==> src/rtl/jgvl_pkg.sv <==
// Shared types and constants for the jittered grid Voronoi lookup unit.
`timescale 1ns / 1ps

package jgvl_pkg;

    localparam int DEFAULT_MAX_COLUMNS   = 64;
    localparam int DEFAULT_MAX_ROWS      = 64;
    localparam int DEFAULT_FRACTION_BITS = 8;

    localparam int QUERY_W          = 21;
    localparam int INDEX_W          = 12;
    localparam int JITTER_W         = 8;
    localparam int TYPE_W           = 8;
    localparam int JITTER_FRAC_BITS = 8;
    localparam int CFG_DATA_W       = 7;
    localparam int CFG_INDEX_W      = 2;

    localparam logic [CFG_DATA_W-1:0]  GRID_SIZE_RESET = 7'd64;
    localparam logic [CFG_INDEX_W-1:0] REG_GRID_WIDTH  = 2'd0;
    localparam logic [CFG_INDEX_W-1:0] REG_GRID_HEIGHT = 2'd1;

    localparam logic REQ_QUERY = 1'b0;
    localparam logic REQ_LOAD  = 1'b1;

    localparam logic [1:0] CORNER_UL = 2'd0;
    localparam logic [1:0] CORNER_UR = 2'd1;
    localparam logic [1:0] CORNER_BL = 2'd2;
    localparam logic [1:0] CORNER_BR = 2'd3;

    typedef struct packed {
        logic valid;
        logic is_load;
    } t_ctl;

    typedef struct packed {
        logic [INDEX_W-1:0]  index;
        logic [JITTER_W-1:0] jitter_x;
        logic [JITTER_W-1:0] jitter_y;
        logic [TYPE_W-1:0]   entry_type;
    } t_load;

    typedef struct packed {
        logic [TYPE_W-1:0]   entry_type;
        logic [JITTER_W-1:0] jitter_x;
        logic [JITTER_W-1:0] jitter_y;
    } t_point;

endpackage

==> src/rtl/jgvl_nearest.sv <==
// Distance pipeline: corner offsets, squares, sums and a two level nearest select.
`timescale 1ns / 1ps

module jgvl_nearest #(
    parameter int FRACTION_BITS = jgvl_pkg::DEFAULT_FRACTION_BITS
) (
    input  logic                             i_clk,
    input  logic                             i_rst_n,
    input  logic                             i_valid,
    input  jgvl_pkg::t_point [3:0]           i_point,
    input  logic [FRACTION_BITS-1:0]         i_frac_x,
    input  logic [FRACTION_BITS-1:0]         i_frac_y,
    output logic                             o_strobe,
    output logic [jgvl_pkg::TYPE_W-1:0]      o_type,
    output logic [1:0]                       o_corner
);

    localparam int JF = jgvl_pkg::JITTER_FRAC_BITS;
    localparam int S  = (FRACTION_BITS > JF) ? FRACTION_BITS : JF;
    localparam int DW = S + 2;
    localparam int QW = 2 * DW;
    localparam int SW = QW + 1;
    localparam int TW = jgvl_pkg::TYPE_W;
    localparam logic signed [DW-1:0] ONE_CELL = DW'(1) << S;

    logic signed [DW-1:0] n_dx [4], n_dy [4], r_dx [4], r_dy [4];
    logic [QW-1:0]        n_sq_x [4], n_sq_y [4], r_sq_x [4], r_sq_y [4];
    logic [SW-1:0]        n_sum [4], r_sum [4];
    logic [TW-1:0]        r_d_type [4], r_sq_type [4], r_sum_type [4];
    logic [SW-1:0]        r_c_dist [2];
    logic [TW-1:0]        r_c_type [2];
    logic [1:0]           r_c_corner [2];
    logic                 r_d_valid, r_sq_valid, r_sum_valid, r_c_valid, r_out_valid;
    logic [TW-1:0]        r_out_type;
    logic [1:0]           r_out_corner;

    // offsets from the query to each corner point, all at S fraction bits;
    // corner code bit 0 selects the right column, bit 1 the bottom row
    always_comb begin
        logic signed [DW-1:0] fx, fy;
        fx = signed'(DW'(i_frac_x)) <<< (S - FRACTION_BITS);
        fy = signed'(DW'(i_frac_y)) <<< (S - FRACTION_BITS);
        for (int k = 0; k < 4; k++) begin
            n_dx[k] = (k[0] ? ONE_CELL : '0)
                    + (DW'(signed'(i_point[k].jitter_x)) <<< (S - JF)) - fx;
            n_dy[k] = (k[1] ? ONE_CELL : '0)
                    + (DW'(signed'(i_point[k].jitter_y)) <<< (S - JF)) - fy;
        end
    end

    always_comb begin
        for (int k = 0; k < 4; k++) begin
            n_sq_x[k] = QW'(r_dx[k]) * QW'(r_dx[k]);
            n_sq_y[k] = QW'(r_dy[k]) * QW'(r_dy[k]);
            n_sum[k]  = SW'(r_sq_x[k]) + SW'(r_sq_y[k]);
        end
    end

    always_ff @(posedge i_clk) begin
        if (!i_rst_n) begin
            r_d_valid   <= 1'b0;
            r_sq_valid  <= 1'b0;
            r_sum_valid <= 1'b0;
            r_c_valid   <= 1'b0;
            r_out_valid <= 1'b0;
        end else begin
            r_d_valid   <= i_valid;
            r_sq_valid  <= r_d_valid;
            r_sum_valid <= r_sq_valid;
            r_c_valid   <= r_sum_valid;
            r_out_valid <= r_c_valid;
        end
    end

    always_ff @(posedge i_clk) begin
        for (int k = 0; k < 4; k++) begin
            r_dx[k]       <= n_dx[k];
            r_dy[k]       <= n_dy[k];
            r_d_type[k]   <= i_point[k].entry_type;
            r_sq_x[k]     <= n_sq_x[k];
            r_sq_y[k]     <= n_sq_y[k];
            r_sq_type[k]  <= r_d_type[k];
            r_sum[k]      <= n_sum[k];
            r_sum_type[k] <= r_sq_type[k];
        end
        // ties keep the earlier corner: only a strictly smaller distance wins
        if (r_sum[1] < r_sum[0]) begin
            r_c_dist[0]   <= r_sum[1];
            r_c_type[0]   <= r_sum_type[1];
            r_c_corner[0] <= jgvl_pkg::CORNER_UR;
        end else begin
            r_c_dist[0]   <= r_sum[0];
            r_c_type[0]   <= r_sum_type[0];
            r_c_corner[0] <= jgvl_pkg::CORNER_UL;
        end
        if (r_sum[3] < r_sum[2]) begin
            r_c_dist[1]   <= r_sum[3];
            r_c_type[1]   <= r_sum_type[3];
            r_c_corner[1] <= jgvl_pkg::CORNER_BR;
        end else begin
            r_c_dist[1]   <= r_sum[2];
            r_c_type[1]   <= r_sum_type[2];
            r_c_corner[1] <= jgvl_pkg::CORNER_BL;
        end
        if (r_c_dist[1] < r_c_dist[0]) begin
            r_out_type   <= r_c_type[1];
            r_out_corner <= r_c_corner[1];
        end else begin
            r_out_type   <= r_c_type[0];
            r_out_corner <= r_c_corner[0];
        end
    end

    assign o_strobe = r_out_valid;
    assign o_type   = r_out_type;
    assign o_corner = r_out_corner;

endmodule

==> config.mk <==
export PLATFORM = sky130hd
export DESIGN_NAME = jgvl_nearest
export DESIGN_NICKNAME = d
export VERILOG_FILES = /design/src/rtl/jgvl_pkg.sv /design/src/rtl/jgvl_nearest.sv
export SDC_FILE = /design/constraint.sdc
export NUM_CORES = 2
export LEC_CHECK = 0
export ABC_AREA = 1
export BUFFER_PORTS_ARGS = -buffer_cell sky130_fd_sc_hd__clkbuf_2
export CAP_MARGIN = 5
export CORE_UTILIZATION = 58
export DETAILED_ROUTE_END_ITERATION = 10
export PLACE_DENSITY = 0.83
export RECOVER_POWER = 50
export SETUP_SLACK_MARGIN = 0.02
export SLEW_MARGIN = 20
export SYNTH_ARGS = -nofsm -noshare
export SYNTH_HDL_FRONTEND = slang
export SYNTH_SLANG_ARGS = --single-unit
export TNS_END_PERCENT = 100
==> constraint.sdc <==
create_clock -name i_clk -period 11.35 [get_ports i_clk]
set_input_delay 0 -clock i_clk [delete_from_list [all_inputs] [get_ports i_clk]]
set_output_delay 0 -clock i_clk [all_outputs]
set_load 0.03 [all_outputs]
==> qor.yml <==
status: "completed"
synth_seq_cells: 487
report.final.slew_viol_count: 0
ys_seq_area_share_pct: 19.3
antenna_left: 0
synth_edf_count: 0
hpwl_mm: 92.8
max-slew-margin-rel_pct: 40.8
max_slew.worst_pin.slew_ns: 0.887
ys.flop_type: "dfxtp_1"
wirelength_mm: 117
syn2layout_area_growth_pct: 9.50
min_period_ns: 5.20
synth_top_family_by_area: "adder cells"
grt-ovfl-total: 0
fmax_ghz: 0.192
cts_tree: "yes"
cp-start-kind: "flip-flop"
cts-resized-gates: 0
cp-end-kind: "flip-flop"
cp.required_ns: 11.89
drt_first_iter_violations: 2464
root_buffer: "clkbuf_16"
syn-num-nets: 7750
grt_pass1_vias: 41300
grt_use_total_pct: 26.9
hp-class: "input port to flip-flop"
syn_inst: 6352
initial_core_util_pct: 59.0
portBuffers: 125
setup_viol: 0
cts.path.max_buffers: 3
hold-worst-slack_ns: 0.0217
synth-simple-area-share_pct: 17.6
die_y_um: 297
fin_crit_sh_pct: 45.8
crit_type: "flip-flop to flip-flop"
vias: 40200
gp_congestion: 0.941
fin_tns_setup_ns: 0
drive_above_1_share_pct: 3.52
synth_cell_types: 40
hold_viol: 0
fin_nets: 7963
place_area_um2: 52200
wl_per_cell_um: 15.1
synth-compound-area-share_pct: 4.51
async_flop_share_pct: 0
clock-sinks: 487
dieArea_um2: 88400
clk_pin_slew_ns: 0.07
htreeDepth: 2
design.core.area_um2: 85800
synthAdderAreaFrac_pct: 41.2
finalClockSkew_ns: 0.0296
insertion_delay_ns: 0.64
rsz0062_at_grt: "no"
first_pass_iters: 8
yosys_warnings: 0
routed_via_density: 5.18
max_cap_viol_count: 0
arrival_ns: 5.74
stdcell_area_um2: 55400
grt_pass1_wl_mm: 196
muxShareOfSynthArea_pct: 0.0223
ios: 126
fp.dieW_um: 297
layout_commonest_cell: "inv_1"
rows: 107
drc: 0
antenna_found_initial: 4
postCtsSetupBuffers: 0
layout_common_cells: "inv_1, nand2_1, ha_1"
cts_made_buffers: 54
synth.cell_area_um2: 50600
synth-xor-area-share_pct: 4.05
crit_fanout: 16
synth_area_per_cell_um2: 7.97
grt_max_degree: 31
==> flip-flops by register name, summed over array words and instances, names as in the netlist <==
signal / cells
r_dx: 40
r_sum_valid: 1
r_sq_type: 32
o_corner: 2
r_c_corner: 2
r_c_dist: 42
r_d_type: 32
r_sum: 84
r_d_valid: 1
r_sq_valid: 1
r_dy: 40
o_type: 8
o_strobe: 1
r_c_type: 16
r_sum_type: 32
r_sq_y: 76
r_sq_x: 76
r_c_valid: 1
==> cell usage after synthesis (7+ instances only) <==
library cell	n	area, µm²
a21o_1	20	150
a21oi_1	256	1280
and2_1	9	56.3
buf_2	15	75.1
buf_6	10	113
clkbuf_1	77	289
dfxtp_1	487	9750
fa_1	640	12800
ha_1	643	8050
inv_1	1658	6220
nand2_1	1442	5410
nand3_1	223	1120
nand3b_1	25	188
nand4_1	107	669
nor2_1	275	1030
nor2_2	7	43.8
nor3_1	32	160
o21ai_0	107	536
o21ai_1	12	60.1
o21bai_1	12	90.1
or2_2	16	100
xnor2_1	43	377
xor2_1	191	1670
==> final timing paths <==
kind	from	to	slack (ns)	cells past startpoint
worst min-delay path	i_point[43]	r_d_type[1][3]	0.02	2
worst min register to register	r_sq_type[1][4]	r_sum_type[1][4]	0.31	0
worst max register to register	r_dy[2][9]	r_sq_y[2][17]	6.15	18
worst max-delay path	r_dy[2][9]	r_sq_y[2][17]	6.15	18
==> area by class of cell <==
cell class / count / area [µm²]
timing repair buffer: 266 / 2000
tap: 1144 / 1430
clock inverter: 36 / 458
fill: 6810 / 30400
inverter: 1658 / 6220
multi-input combinational: 4098 / 34100
sequential: 487 / 9750
clock buffer: 65 / 1450
antenna: 3 / 7.51
==> cells by family after synthesis <==
logic type / Yosys count
AO/OA/AOI/OAI: 428
XOR/XNOR: 234
adder cells (fa/ha/maj): 1283
buffers and inverters: 1767
flip-flops: 487
multiplexers: 1
AND/OR/NAND/NOR: 2152
==> layer usage <==
| metal | vias to the layer above | part of all wire, % | global-route usage, % |
|---|---|---|---|
| li1 | 19500 | - | - |
| met1 | 19200 | 42 | 34.5 |
| met2 | 1257 | 48 | 46.7 |
| met3 | 242 | 6.5 | 4.24 |
| met4 | 8 | 2.6 | 7.81 |
| met5 | - | 0.051 | 0 |
==> timing repair <==
item | 4_1_cts | 5_1_grt
endpoints found under the hold margin | 115 | 0
endpoints found under the setup margin | 0 | 0
hold buffers | 137 | 0
==> worst max-delay path: stages, from the launching register on <==
cell	delay [ns]
dfxtp_1	0.67
nand2_1	0.25
fa_1	0.68
inv_1	0.13
fa_1	0.58
inv_1	0.13
fa_1	0.49
inv_1	0.05
fa_1	0.49
inv_1	0.05
fa_1	0.47
inv_1	0.04
ha_1	0.32
a21oi_1	0.25
o21ai_0	0.13
a21oi_1	0.17
nand2_1	0.07
nand2_1	0.06
nand2_1	0.04
==> metrics by stage <==
step / cells / util, % / setup slack [ns]
after floorplan: 6352 / - / 6.56
after global placement: 7516 / 60.8 / 6.33
after detailed placement: 7516 / 60.8 / 6.21
after CTS: 7754 / 64.6 / 6.19
after global routing: 7754 / 64.5 / 5.70
final: 7757 / 64.6 / 6.15
Power is left out: the tool's default activity adds up to more than one toggle a clock period on the data nets, which glitch-free logic cannot reach.
