## src/rtl/jgvl_pkg.sv

```systemverilog
// Shared types and constants for the jittered grid Voronoi lookup unit.
`timescale 1ns / 1ps

package jgvl_pkg;

    localparam int DEFAULT_MAX_COLUMNS   = 64;
    localparam int DEFAULT_MAX_ROWS      = 64;
    localparam int DEFAULT_FRACTION_BITS = 8;

    localparam int QUERY_W          = 21;
    localparam int INDEX_W          = 12;
    localparam int JITTER_W         = 8;
    localparam int TYPE_W           = 8;
    localparam int JITTER_FRAC_BITS = 8;
    localparam int CFG_DATA_W       = 7;
    localparam int CFG_INDEX_W      = 2;

    localparam logic [CFG_DATA_W-1:0]  GRID_SIZE_RESET = 7'd64;
    localparam logic [CFG_INDEX_W-1:0] REG_GRID_WIDTH  = 2'd0;
    localparam logic [CFG_INDEX_W-1:0] REG_GRID_HEIGHT = 2'd1;

    localparam logic REQ_QUERY = 1'b0;
    localparam logic REQ_LOAD  = 1'b1;

    localparam logic [1:0] CORNER_UL = 2'd0;
    localparam logic [1:0] CORNER_UR = 2'd1;
    localparam logic [1:0] CORNER_BL = 2'd2;
    localparam logic [1:0] CORNER_BR = 2'd3;

    typedef struct packed {
        logic valid;
        logic is_load;
    } t_ctl;

    typedef struct packed {
        logic [INDEX_W-1:0]  index;
        logic [JITTER_W-1:0] jitter_x;
        logic [JITTER_W-1:0] jitter_y;
        logic [TYPE_W-1:0]   entry_type;
    } t_load;

    typedef struct packed {
        logic [TYPE_W-1:0]   entry_type;
        logic [JITTER_W-1:0] jitter_x;
        logic [JITTER_W-1:0] jitter_y;
    } t_point;

endpackage

```

## src/rtl/jgvl_wrap.sv

```systemverilog
// Coordinate wrap pipeline: floor modulo of the cell index, one quotient bit per stage.
`timescale 1ns / 1ps

module jgvl_wrap #(
    parameter int MAX_COLUMNS   = jgvl_pkg::DEFAULT_MAX_COLUMNS,
    parameter int MAX_ROWS      = jgvl_pkg::DEFAULT_MAX_ROWS,
    parameter int FRACTION_BITS = jgvl_pkg::DEFAULT_FRACTION_BITS,
    localparam int XW = (MAX_COLUMNS > 1) ? $clog2(MAX_COLUMNS) : 1,
    localparam int YW = (MAX_ROWS > 1) ? $clog2(MAX_ROWS) : 1,
    localparam int WW = $clog2(MAX_COLUMNS + 1),
    localparam int HW = $clog2(MAX_ROWS + 1)
) (
    input  logic                                    i_clk,
    input  logic                                    i_rst_n,
    input  jgvl_pkg::t_ctl                          i_ctl,
    input  jgvl_pkg::t_load                         i_load,
    input  logic signed [jgvl_pkg::QUERY_W-1:0]     i_query_x,
    input  logic signed [jgvl_pkg::QUERY_W-1:0]     i_query_y,
    input  logic [WW-1:0]                           i_width,
    input  logic [HW-1:0]                           i_height,
    output jgvl_pkg::t_ctl                          o_ctl,
    output jgvl_pkg::t_load                         o_load,
    output logic [XW-1:0]                           o_cell_x,
    output logic [XW-1:0]                           o_next_x,
    output logic [YW-1:0]                           o_cell_y,
    output logic [YW-1:0]                           o_next_y,
    output logic [FRACTION_BITS-1:0]                o_frac_x,
    output logic [FRACTION_BITS-1:0]                o_frac_y
);

    localparam int QW = jgvl_pkg::QUERY_W;
    localparam int MW = QW - 1 - FRACTION_BITS;
    localparam int XP = XW + 1;
    localparam int YP = YW + 1;

    // remainder step: shift in one bit, subtract the size when it fits
    function automatic logic [XW-1:0] f_step_x(input logic [XW-1:0] rem, input logic b,
                                               input logic [WW-1:0] size);
        logic [XP-1:0] t;
        t = {rem, b};
        if (t >= XP'(size)) begin
            t = t - XP'(size);
        end
        return t[XW-1:0];
    endfunction

    function automatic logic [YW-1:0] f_step_y(input logic [YW-1:0] rem, input logic b,
                                               input logic [HW-1:0] size);
        logic [YP-1:0] t;
        t = {rem, b};
        if (t >= YP'(size)) begin
            t = t - YP'(size);
        end
        return t[YW-1:0];
    endfunction

    jgvl_pkg::t_ctl    r_ctl    [0:MW];
    jgvl_pkg::t_load   r_load   [0:MW];
    logic [MW-1:0]     r_mag_x  [0:MW];
    logic [MW-1:0]     r_mag_y  [0:MW];
    logic              r_neg_x  [0:MW];
    logic              r_neg_y  [0:MW];
    logic [FRACTION_BITS-1:0] r_frac_x [0:MW];
    logic [FRACTION_BITS-1:0] r_frac_y [0:MW];
    logic [XW-1:0]     r_rem_x  [0:MW];
    logic [YW-1:0]     r_rem_y  [0:MW];
    logic [XW-1:0]     n_rem_x  [0:MW];
    logic [YW-1:0]     n_rem_y  [0:MW];

    jgvl_pkg::t_ctl    r_fix_ctl;
    jgvl_pkg::t_load   r_fix_load;
    logic [XW-1:0]     r_cell_x, r_next_x, n_cell_x, n_next_x;
    logic [YW-1:0]     r_cell_y, r_next_y, n_cell_y, n_next_y;
    logic [FRACTION_BITS-1:0] r_fix_frac_x, r_fix_frac_y;

    logic [XP-1:0]     n_tmp_x;
    logic [YP-1:0]     n_tmp_y;
    logic [MW-1:0]     n_mag_x, n_mag_y;

    // negative index a: a mod n = n - 1 - ((-a - 1) mod n), and -a - 1 is ~a
    assign n_mag_x = i_query_x[QW-1] ? ~i_query_x[QW-2:FRACTION_BITS]
                                     :  i_query_x[QW-2:FRACTION_BITS];
    assign n_mag_y = i_query_y[QW-1] ? ~i_query_y[QW-2:FRACTION_BITS]
                                     :  i_query_y[QW-2:FRACTION_BITS];

    always_comb begin
        n_rem_x[0] = '0;
        n_rem_y[0] = '0;
        for (int k = 1; k <= MW; k++) begin
            n_rem_x[k] = f_step_x(r_rem_x[k-1], r_mag_x[k-1][MW-k], i_width);
            n_rem_y[k] = f_step_y(r_rem_y[k-1], r_mag_y[k-1][MW-k], i_height);
        end
    end

    always_comb begin
        n_tmp_x  = XP'(i_width) - XP'(1) - XP'(r_rem_x[MW]);
        n_cell_x = r_neg_x[MW] ? n_tmp_x[XW-1:0] : r_rem_x[MW];
        n_tmp_y  = YP'(i_height) - YP'(1) - YP'(r_rem_y[MW]);
        n_cell_y = r_neg_y[MW] ? n_tmp_y[YW-1:0] : r_rem_y[MW];
    end

    // right and bottom neighbors wrap to column and row zero
    always_comb begin
        logic [XP-1:0] nx;
        logic [YP-1:0] ny;
        nx       = XP'(n_cell_x) + XP'(1);
        ny       = YP'(n_cell_y) + YP'(1);
        n_next_x = (nx >= XP'(i_width)) ? '0 : nx[XW-1:0];
        n_next_y = (ny >= YP'(i_height)) ? '0 : ny[YW-1:0];
    end

    always_ff @(posedge i_clk) begin
        if (!i_rst_n) begin
            for (int k = 0; k <= MW; k++) begin
                r_ctl[k] <= '0;
            end
            r_fix_ctl <= '0;
        end else begin
            r_ctl[0] <= i_ctl;
            for (int k = 1; k <= MW; k++) begin
                r_ctl[k] <= r_ctl[k-1];
            end
            r_fix_ctl <= r_ctl[MW];
        end
    end

    always_ff @(posedge i_clk) begin
        r_load[0]   <= i_load;
        r_mag_x[0]  <= n_mag_x;
        r_mag_y[0]  <= n_mag_y;
        r_neg_x[0]  <= i_query_x[QW-1];
        r_neg_y[0]  <= i_query_y[QW-1];
        r_frac_x[0] <= i_query_x[FRACTION_BITS-1:0];
        r_frac_y[0] <= i_query_y[FRACTION_BITS-1:0];
        r_rem_x[0]  <= n_rem_x[0];
        r_rem_y[0]  <= n_rem_y[0];
        for (int k = 1; k <= MW; k++) begin
            r_load[k]   <= r_load[k-1];
            r_mag_x[k]  <= r_mag_x[k-1];
            r_mag_y[k]  <= r_mag_y[k-1];
            r_neg_x[k]  <= r_neg_x[k-1];
            r_neg_y[k]  <= r_neg_y[k-1];
            r_frac_x[k] <= r_frac_x[k-1];
            r_frac_y[k] <= r_frac_y[k-1];
            r_rem_x[k]  <= n_rem_x[k];
            r_rem_y[k]  <= n_rem_y[k];
        end
        r_fix_load   <= r_load[MW];
        r_cell_x     <= n_cell_x;
        r_next_x     <= n_next_x;
        r_cell_y     <= n_cell_y;
        r_next_y     <= n_next_y;
        r_fix_frac_x <= r_frac_x[MW];
        r_fix_frac_y <= r_frac_y[MW];
    end

    assign o_ctl    = r_fix_ctl;
    assign o_load   = r_fix_load;
    assign o_cell_x = r_cell_x;
    assign o_next_x = r_next_x;
    assign o_cell_y = r_cell_y;
    assign o_next_y = r_next_y;
    assign o_frac_x = r_fix_frac_x;
    assign o_frac_y = r_fix_frac_y;

endmodule

```

## config.mk

```make
export PLATFORM = sky130hd
export DESIGN_NAME = jgvl_wrap
export DESIGN_NICKNAME = d
export VERILOG_FILES = /design/src/rtl/jgvl_pkg.sv /design/src/rtl/jgvl_wrap.sv
export SDC_FILE = /design/constraint.sdc
export NUM_CORES = 1
export LEC_CHECK = 0
export ABC_AREA = 1
export BUFFER_PORTS_ARGS = -buffer_cell sky130_fd_sc_hd__buf_2
export CORE_MARGIN = 2
export CORE_UTILIZATION = 40
export CTS_CLUSTER_SIZE = 20
export DETAILED_ROUTE_END_ITERATION = 6
export PLACE_DENSITY = 0.65
export SLEW_MARGIN = 5
export SYNTH_ARGS = -nofsm -noshare
export SYNTH_HDL_FRONTEND = slang
export SYNTH_SLANG_ARGS = --single-unit
```

## constraint.sdc

```tcl
create_clock -name i_clk -period 8 [get_ports i_clk]
set_input_delay 1.6 -clock i_clk [delete_from_list [all_inputs] [get_ports i_clk]]
set_output_delay 1.6 -clock i_clk [all_outputs]
set_load 0.01 [all_outputs]
```

==> impl_results.md <==
* Switching Share at 28.44%
* Most common cell in the netlist: dfxtp_1
* Total chip power at 14.14 mW
* Critical-path cell list: buf_2, inv_1, fa_1, o21ai_2, ha_1, inv_1, a21oi_1, nand3_1, nand2_1, inv_1, ha_1, a21oi_1, nor2_1, a211oi_1, o211ai_2, nor2_1
* Total number of vias at 16.88k
* # nets final at 3022
* Post-synth EDFFs at 0
* Crit Path Class: input port to flip-flop
* RSZ-0062 raised after global routing: false
* Starting DRT DRC Count at between 700 and 800
* Largest cells by area after synthesis: dfxtp_1 72%, ha_1 7.5%, a21oi_1 3.1%
* Cells after Synth at 2467
* Largest net degree at the start of global routing at 29
* Gr usage total at 12.23%
* Family with the most delay on the worst path: adder cells
* Final Max Slew Viols at 0
* Sequential Power Share at 45.6%
* Synth async-reset ratio at 0%
* Core Rows at 101
* CP Launch Type: input port
* First-pass GRT wire length at 78.89 mm
* Reg-to-reg endpoint: o_next_x[4]
* Hold Path Depth at 0
* Crit path launch: i_width[1]
* Worst hold start: r_load[12][4]
* Vias per inst at 4.396
* Critical Path RT at 8570 ps
* Pint at 10.12 mW
* Post-Syn Nets at 2771
* Setup Total Neg Slack at 0 ps
* Worst Path Arrival at around 5000 ps
* Share of power burned in the clock network at 35.0%
* Syn Area/Cell at between 10 and 15 sq um
* Worst path slowest cell: fa_1
* LEAKAGE at 16.64 nW
* FMAX at ~220 MHz
* Worst-Margin Slew at a little over 900 ps
* Flops & latches, synth at 1106
* Yosys cell types at 31
* Slew margin rel. at 38.68%
* Endpoints failing hold at 0
* CP bufs+invs at 4
* DIE WIDTH at 281.1 um
* Max clock buf depth at 3
* Post-synth top area share at approximately 72%
* Vias in the first global route at 17.02k
* Sw power at 4.021 mW
* Max stage delay on crit path at 610 ps
* H-tree Lvls at 3
* I/O Pins at 174
* Hold Buf Count CTS at 0
* Wire length per cell at 12.68 um
* Most frequent cells after synthesis: 1106 x dfxtp_1, 208 x nand2_1, 193 x a21oi_1
* Antenna Violating Nets Remaining at 0
* Post-Layout Cell Count at 3839
* Syn. warnings at 0
* Period minus WS final at 4554 ps
* CP max FO at 14
* Hold WC Path Type: flip-flop to flip-flop
* Worst hold slack at 272.4 ps
* Flop2flop setup slack at approximately 4900 ps
* Final worst-path cycle share at 56.93%
* Share of cells above drive strength 1 at 13.75%
* Clock skew at 66.71 ps
* Ys flop type: dfxtp_1
* DP Cell Count at between 3k and 4k
* Syn Std Cell Area at 30720 sq um
* Combinational power share at 19.3%
* Maximum vdd drop at ~0.2 mV
* Die area at about 79000 sq um
* CTS Buf Count at roughly 110
* Status: completed
* Total grt overflow at 0
* Clk Latency, worst-skew pair at 690 ps
* Drt pass-1 iters at 5
* WHS Endpoint: o_load[4]
* Post-synthesis sequential area ratio at 72.07%
* # DRC at 0
* # setup viols final at 0
* Max Cap Viol at 0
* CTS clk-pin slew, worst paths at 60 ps
* Worst Setup End Kind: flip-flop
* Pwr/cell area at 389.0 nW/um^2
* Area leader, netlist: dfxtp_1
* Antenna violations before repair at 3
* Reg2Reg Depth at 17
* Reg-to-Reg Start: r_rem_x[1][24]
* Clock sink total at 1106
* Initial core utilization at between 40 and 50%
* CTS tree: built
* Area Overhead vs Synth at 18.31%
* Number of I/O port buffers at 173
* CTS-repair resized insts at 0
* Root Driver: clkbuf_16
* Setup bufs post-CTS at 0
* Final wirelength at 48.67 mm
* CORE AREA at 75950 sq um
* Die Y-Extent at 281.1 um
* DP HPWL at 31.24 mm
* Placer congestion estimate at 0.8252
* CP dominant cell by count: inv_1
[worst max-delay path by stage]
stage,endpoint,slack (ps),cells past startpoint
after CTS,o_next_x[4],3420,16
after floorplan,o_next_x[5],3880,15
final,o_next_x[4],3450,16
after detailed placement,o_next_x[1],2740,16
after global routing,o_next_x[4],3090,16
after global placement,o_next_x[5],2840,16
[cell type report]
class                      count  area [sq um]
clock buffer                 136          2884
multi-input combinational   1166          7809
antenna                        1         2.502
sequential                  1106         22140
inverter                     166         623.1
clock inverter                61         734.5
fill                        6598         39600
tap                         1030          1289
timing repair buffer         173         865.8
[cell usage in the layout, fill, tap and decap left out, drive strengths merged]
cell type	n
dfxtp	1106
nand2	213
a21oi	194
nor2	185
ha	184
buf	173
inv	173
clkbuf	136
xor2	58
nand3	49
nand4	49
a21o	42
a31oi	42
xnor2	40
clkinv	37
o21ai	30
fa	24
or2	22
nand3b	21
clkinvlp	10
bufinv	7
nor3	3
o21bai	3
o211ai	3
nor4	2
a211oi	2
diode	1
[metrics by stage]
stage          setup WS (ps)  utilization (%)  cell area (sq um)
6_report                3446            47.86              36350
3_3_place_gp            2836            43.09              32730
4_1_cts                 3417            47.86              36350
5_1_grt                 3085            47.86              36350
2_1_floorplan           3883                -              30720
3_5_place_dp            2736            43.09              32730
[power by group through the flow]
| stage | clock (mW) | combinational [mW] | sequential (mW) |
|---|---|---|---|
| 6_report | 4.95 | 2.74 | 6.45 |
| 3_5_place_dp | 0 | 2.71 | 6.57 |
| 2_1_floorplan | 0 | 2.12 | 6.51 |
| 5_1_grt | 5.37 | 3.12 | 6.51 |
| 4_1_cts | 5.13 | 2.73 | 6.46 |
| 3_3_place_gp | 0 | 2.58 | 6.56 |
[kinds of logic after synthesis]
family                   share of synthesized area [%]
flip-flops                                       72.07
AND/OR/NAND/NOR                                  7.750
AO/OA/AOI/OAI                                    5.815
adder cells (fa/ha/maj)                          9.057
buffers and inverters                            2.517
XOR/XNOR                                         2.794
[flip-flops by register name, indices dropped and copies added (netlist names)]
| register | count |
|---|---|
| r_load | 468 |
| o_frac_x | 8 |
| r_frac_x | 104 |
| r_neg_x | 13 |
| o_ctl | 2 |
| r_rem_x | 72 |
| r_neg_y | 13 |
| r_rem_y | 72 |
| r_mag_y | 78 |
| r_ctl | 26 |
| r_mag_x | 78 |
| o_cell_y | 6 |
| o_next_y | 6 |
| r_frac_y | 104 |
| o_cell_x | 6 |
| o_frac_y | 8 |
| o_load | 36 |
| o_next_x | 6 |
[routing by layer]
layer	global-route usage, %	routed length [um]	up-vias
met3	3.691	3069	134
met4	5.581	1593	2
li1	-	-	8587
met5	0	11	-
met1	14.29	21400	7775
met2	20.58	22600	377
No activity file was read; power rests on OpenSTA's default activity.
